--- src/sv/mt_pkg.sv ---
// Shared types and constants for the MT19937 generator.
package mt_pkg;

  localparam int unsigned StateWords  = 624;
  localparam int unsigned ShiftOffset = 397;
  localparam int unsigned AddrW       = 10;
  localparam int unsigned QDepth      = 2;

  localparam logic [31:0] TwistMatrix = 32'h9908b0df;
  localparam logic [31:0] HighBit     = 32'h80000000;
  localparam logic [31:0] LowBits     = 32'h7fffffff;
  localparam logic [31:0] TemperB     = 32'h9d2c5680;
  localparam logic [31:0] TemperC     = 32'hefc60000;
  localparam logic [31:0] SeedMult    = 32'd1812433253;

  localparam logic [1:0] FuncSeed = 2'd0;
  localparam logic [1:0] FuncNext = 2'd1;
  localparam logic [1:0] FuncSkip = 2'd2;

  localparam logic [AddrW-1:0] LastWord = AddrW'(StateWords - 1);
  localparam logic [AddrW-1:0] EndPos   = AddrW'(StateWords);

  // One classified request handed from the front end to the engine.
  typedef struct packed {
    logic [1:0]  func;
    logic [31:0] seed_value;
    logic [16:0] skip_count;
  } req_t;

  function automatic logic [31:0] temper(input logic [31:0] v_in);
    logic [31:0] v;
    v = v_in;
    v = v ^ (v >> 11);
    v = v ^ ((v << 7) & TemperB);
    v = v ^ ((v << 15) & TemperC);
    v = v ^ (v >> 18);
    return v;
  endfunction

endpackage

--- src/sv/mt_front.sv ---
// Input front end: unpacks requests and buffers them in a short queue.
module mt_front (
  input  logic               clk_i,
  input  logic               rst_ni,
  input  logic               s_axis_tvalid,
  output logic               s_axis_tready,
  input  logic [55:0]        s_axis_tdata,
  output logic               req_valid_o,
  input  logic               req_ready_i,
  output mt_pkg::req_t       req_o
);

  mt_pkg::req_t fifo_q [mt_pkg::QDepth];
  logic         wr_ptr_q, rd_ptr_q;
  logic [1:0]   count_q;
  logic         push, pop;

  assign s_axis_tready = (count_q != 2'(mt_pkg::QDepth));
  assign push          = s_axis_tvalid && s_axis_tready;
  assign req_valid_o   = (count_q != 2'd0);
  assign pop           = req_valid_o && req_ready_i;
  assign req_o         = fifo_q[rd_ptr_q];

  always_ff @(posedge clk_i) begin
    if (push) begin
      fifo_q[wr_ptr_q].func       <= s_axis_tdata[1:0];
      fifo_q[wr_ptr_q].seed_value <= s_axis_tdata[33:2];
      fifo_q[wr_ptr_q].skip_count <= s_axis_tdata[50:34];
    end
  end

  always_ff @(posedge clk_i or negedge rst_ni) begin
    if (!rst_ni) begin
      wr_ptr_q <= 1'b0;
      rd_ptr_q <= 1'b0;
      count_q  <= 2'd0;
    end else begin
      if (push) wr_ptr_q <= ~wr_ptr_q;
      if (pop)  rd_ptr_q <= ~rd_ptr_q;
      count_q <= count_q + 2'(push) - 2'(pop);
    end
  end

`ifndef SYNTHESIS
  a_no_overflow: assert property (@(posedge clk_i) disable iff (!rst_ni)
    count_q <= 2'(mt_pkg::QDepth)) else $error("queue overflow");
  a_pop_nonempty: assert property (@(posedge clk_i) disable iff (!rst_ni)
    pop |-> count_q != 2'd0) else $error("pop from empty queue");
  a_count_step: assert property (@(posedge clk_i) disable iff (!rst_ni)
    (push && !pop) |=> count_q == $past(count_q) + 2'd1) else $error("bad count");
`endif

endmodule

--- config.mk ---
export PLATFORM = sky130hd
export DESIGN_NAME = mt_front
export DESIGN_NICKNAME = d
export VERILOG_FILES = /design/src/sv/mt_pkg.sv /design/src/sv/mt_front.sv
export SDC_FILE = /design/constraint.sdc
export NUM_CORES = 1
export LEC_CHECK = 0
export CORE_MARGIN = 2
export CORE_UTILIZATION = 50
export DETAILED_ROUTE_END_ITERATION = 7
export DONT_BUFFER_PORTS = 1
export PLACE_DENSITY = 0.62
export SETUP_SLACK_MARGIN = 0.2
export SYNTH_ARGS = -nofsm -noshare
export SYNTH_HDL_FRONTEND = slang
export SYNTH_SLANG_ARGS = --single-unit
--- constraint.sdc ---
create_clock -name clk_i -period 3.7 [get_ports clk_i]
set_input_delay 0.74 -clock clk_i [delete_from_list [all_inputs] [get_ports clk_i]]
set_output_delay 0.74 -clock clk_i [all_outputs]
set_load 0.02 [all_outputs]
## After elaboration in Yosys (flattened, before gate mapping)

Memory sizes are Yosys's and may differ from the RTL's.
Index checks and enable logic that the tools add are counted.

| word-level totals | value |
|---|---|
| register bits | 4 |
| RAM bits | 102 |
| input bits | 60 |
| output and inout bits | 53 |
| word-level logic and storage cells | 14 |
| memories | 1 |

| cells by class | value |
|---|---|
| add/subtract/negate cells | 2 |
| eq/ne operators | 1 |
| multiplexer cells | 2 |
| bitwise logic cells | 2 |
| reduce and logical (&&, ||, !) cells | 3 |

Memories:

| name | depth | width | read ports | clocked after Yosys merged registers in | wr ports | line | source |
|---|---|---|---|---|---|---|---|
| fifo_q | 2 | 51 | 1 | 0 | 1 | mt_front.sv:13 | `mt_pkg::req_t fifo_q [mt_pkg::QDepth];` |

Operators with widths:

| kind | number |
|---|---|
| $add 2x1->2 | 1 |
| $logic_and 1x1->1 | 2 |
| $mux 1 | 2 |
| $ne 2x2->1 const B | 1 |
| $not 1->1 | 2 |
| $reduce_bool 2->1 | 1 |
| $sub 2x1->2 | 1 |

## Longest topological paths before layout

| depth | value |
|---|---|
| depth after elaboration | 4 |
| mapped depth | 7 |

## Worst setup path after synthesis

OpenSTA, ideal clock, no wires.

| timing path | value |
|---|---|
| path kind | input -> register |
| from | input port s_axis_tvalid |
| to | memory fifo_q[0][0] (netlist name) (enable) |
| data arrival time | 2.980 ns |
| setup slack | 0.260 ns |
| stages | 2 |
| buffers on the path | 0 |
| path through | nand2_1 -> nor2_1 |

| between the ends | value |
|---|---|
| cells in the longest elaborated chain, start to end | 3 |

Ends and longest elaborated chain:

| item | line | source |
|---|---|---|
| start: declaration | mt_front.sv:5 | `input logic s_axis_tvalid,` |
| $logic_and 1x1->1 | mt_front.sv:19 | `assign push = s_axis_tvalid && s_axis_tready;` |
| $mux 1 | mt_front.sv:25 | `if (push) begin` |
| $mux 1 (not written as such) | mt_front.sv:28 | `fifo_q[wr_ptr_q].skip_count <= s_axis_tdata[50:34];` |
| end: declaration | mt_front.sv:13 |  |

Every way passes these cells.

==> metrics.md <==
| Metric | Value |
|---|---|
| Die area | `8910 µm²` |
| Final hold vios | `0` |
| Leading area contributor after synthesis | `edfxtp_1` |
| Critical Path, Cell by Cell | `mux2_2` |
| CP Launch Type | `flop` |
| Unrepaired setup endpoints after global routing | `false` |
| Slew Viols, Final | `0` |
| Die height | `94.4 µm` |
| Final Skew | `0.00598 ns` |
| WP buf/inv | `0` |
| Max Cap Viol | `0` |
| CTS Buf Count | `9` |
| First-pass GRT wire length | `8.84 mm` |
| Register bit total from synthesis | `106` |
| Boundary pin count | `113` |
| DR vias/cell | `5.37` |
| Hold slack | `0.0679 ns` |
| Cell family with the largest share of critical-path delay | `flip-flops` |
| Critical Path Fanout Max | `52` |
| Grt ovf | `0` |
| Max Fclk | `377 MHz` |
| Leakage power | `0.00155 µW` |
| Maximum VDD drop | `0.395 mV` |
| Mapped Nets | `238` |
| Most common cell after layout, fill and taps aside | `edfxtp_1` |
| Worst-margin pin slew | `0.954 ns` |
| Post-synth top area share | `74.9%` |
| Synth top area cells | `edfxtp_1 (75%), mux2_4 (18%), dfrtp_1 (2.4%), buf_6 (1.7%), xnor2_1 (0.64%)` |
| Final setup fails | `0` |
| Post-synthesis cell count | `176` |
| Clk root buf | `clkbuf_8` |
| Worst-skew pair later-pin latency | `0.35 ns` |
| Largest net degree at the start of global routing | `53` |
| Gp weighted congestion | `0.702` |
| Post-route antenna net violation count | `0` |
| Worst-path clk slew | `0.09 ns` |
| Commonest non-fill, non-tap cells in the layout | `edfxtp_1 (102), mux2_4 (49), clkbuf_8 (9), xnor2_1 (3), dfrtp_1 (3)` |
| CTS sink count | `106` |
| Vias in the first global route | `1673` |
| Area grow syn2layout | `6.31%` |
| N_diodes | `0` |
| WP data required | `2.96 ns` |
| Post-CTS setup buffers | `0` |
| WL per Instance | `20.4 µm` |
| DR pass1 iterations | `4` |
| CTS max path bufs | `2` |
| Distinct cells, synth | `15` |
| Syn avg cell area | `23.2 µm²` |
| Die Span X | `94.4 µm` |
| CTS tree | `done` |
| Antenna violations before repair | `0` |
| Via count | `1558` |
| Cell area after synthesis | `4090 µm²` |
| Final setup TNS | `0 ns` |
| Worst path slowest cell | `dfrtp_4` |
| Initial Util | `52.4%` |
| Sequential cell area fraction in the yosys report | `77.4%` |
| Number of buffers added on ports | `0` |
| Cts repair resizes | `0` |
| Worst slack, placed | `1.40 ns` |
| Pwr dens | `829 nW/µm²` |
| Initial DRC count | `77` |
| Outcome | `finished clean` |
| Worst Hold Class | `input pin to async pin` |
| Row cnt | `32` |
| Critical Path AT | `1.91 ns` |
| Hold_buf cts | `0` |
| # H-tree levels | `3` |
| Tmin final | `2.65 ns` |
| Number of nets in the layout | `245` |
| Drt drc | `0` |
| Core Util, Final | `55.7%` |
| Critical path class | `flop to primary output` |
| Placeable Area | `7810 µm²` |
| Finished Layout Cells | `290` |
| Total track usage | `14.1%` |
| Layout cells sized above 1 | `37.8%` |
| Inst Count DP | `274` |
| DRT Wirelength | `5.90 mm` |
| Yosys warns | `0` |
| Setup ws final | `1.05 ns` |
| Worst stage delay on the critical path | `1.06 ns` |
| CP endpoint kind | `primary output` |
| Max_slew headroom | `36.4%` |
| Period utilization | `71.7%` |
[layer usage]
metal / vias up / routed length [µm] / track usage (%)
li1: 701 / - / -
met1: 772 / 1980 / 14.1
met2: 76 / 3060 / 24.0
met3: 9 / 754 / 7.90
met4: 0 / 109 / 6.16
met5: - / 0 / 0
[synth_stat cells]
master and n:
ha_1 2, and3_1 1, inv_1 1, edfxtp_1 102, nand2b_1 1, dfrtp_1 4, buf_6 6, nor2_1 1
or2_1 1, mux2_4 49, xnor2_1 3, and2_4 1, xor2_1 1, nand2_1 1, mux2_2 2
[worst paths after layout]
| kind | startpoint | endpoint | slack [ns] | cells past startpoint |
|---|---|---|---|---|
| setup / recovery | rd_ptr_q$_DFFE_PN0P_ | req_o[50] | 1.05 | 1 |
| hold reg to reg | count_q[0]$_DFF_PN0_ | count_q[0]$_DFF_PN0_ | 0.55 | 1 |
| max in group asynchronous | rst_ni | rd_ptr_q$_DFFE_PN0P_ | 3.55 | 0 |
| hold / removal | rst_ni | count_q[1]$_DFF_PN0_ | 0.07 | 0 |
| min in group clk_i | s_axis_tdata[4] | fifo_q[1][19]$_DFFE_PP_ | 0.47 | 0 |
| setup reg to reg | count_q[1]$_DFF_PN0_ | fifo_q[0][39]$_DFFE_PP_ | 1.49 | 4 |
[metrics by stage]
step	cell area [µm²]	total power (µW)
5_1_grt	4350	3780
3_5_place_dp	4180	3050
6_report	4350	3600
3_3_place_gp	4180	3010
4_1_cts	4350	3650
2_1_floorplan	4090	2920
[cells by family (layout without fill, tap and decap cells)]
kind of cell	Yosys count	in the layout	synth area share, %
adder cells (fa/ha/maj)	2	2	0.612
multiplexers	51	51	18.5
flip-flops	106	106	77.4
AND/OR/NAND/NOR	6	6	0.857
buffers and inverters	7	19	1.74
XOR/XNOR	4	4	0.857
[where the power goes]
part	internal (µW)	switching [µW]	leakage, µW
clock	246	357	0.0000843
combinational	502	628	0.000471
sequential	1640	225	0.000993
total	2390	1210	0.00155
[worst reg2reg max path, delay by kind of cell, from the launching register on]
kind / cells / cell delay (ns)
buffers and inverters: 1 / 0.51
flip-flops: 1 / 0.42
AND/OR/NAND/NOR: 3 / 0.94
[registers in the layout, indices dropped and copies added, names as in the netlist]
name	cells
fifo_q	102
count_q	2
rd_ptr_q	1
wr_ptr_q	1
[area by class of cell]
class / count / area, µm²
fill: 588 / 3460
clock buffer: 10 / 128
multi-input combinational: 63 / 862
sequential: 106 / 3170
timing repair buffer: 2 / 15.0
inverter: 1 / 3.75
tap: 102 / 128
clock inverter: 6 / 42.5
(Power assumes the default switching activity.)
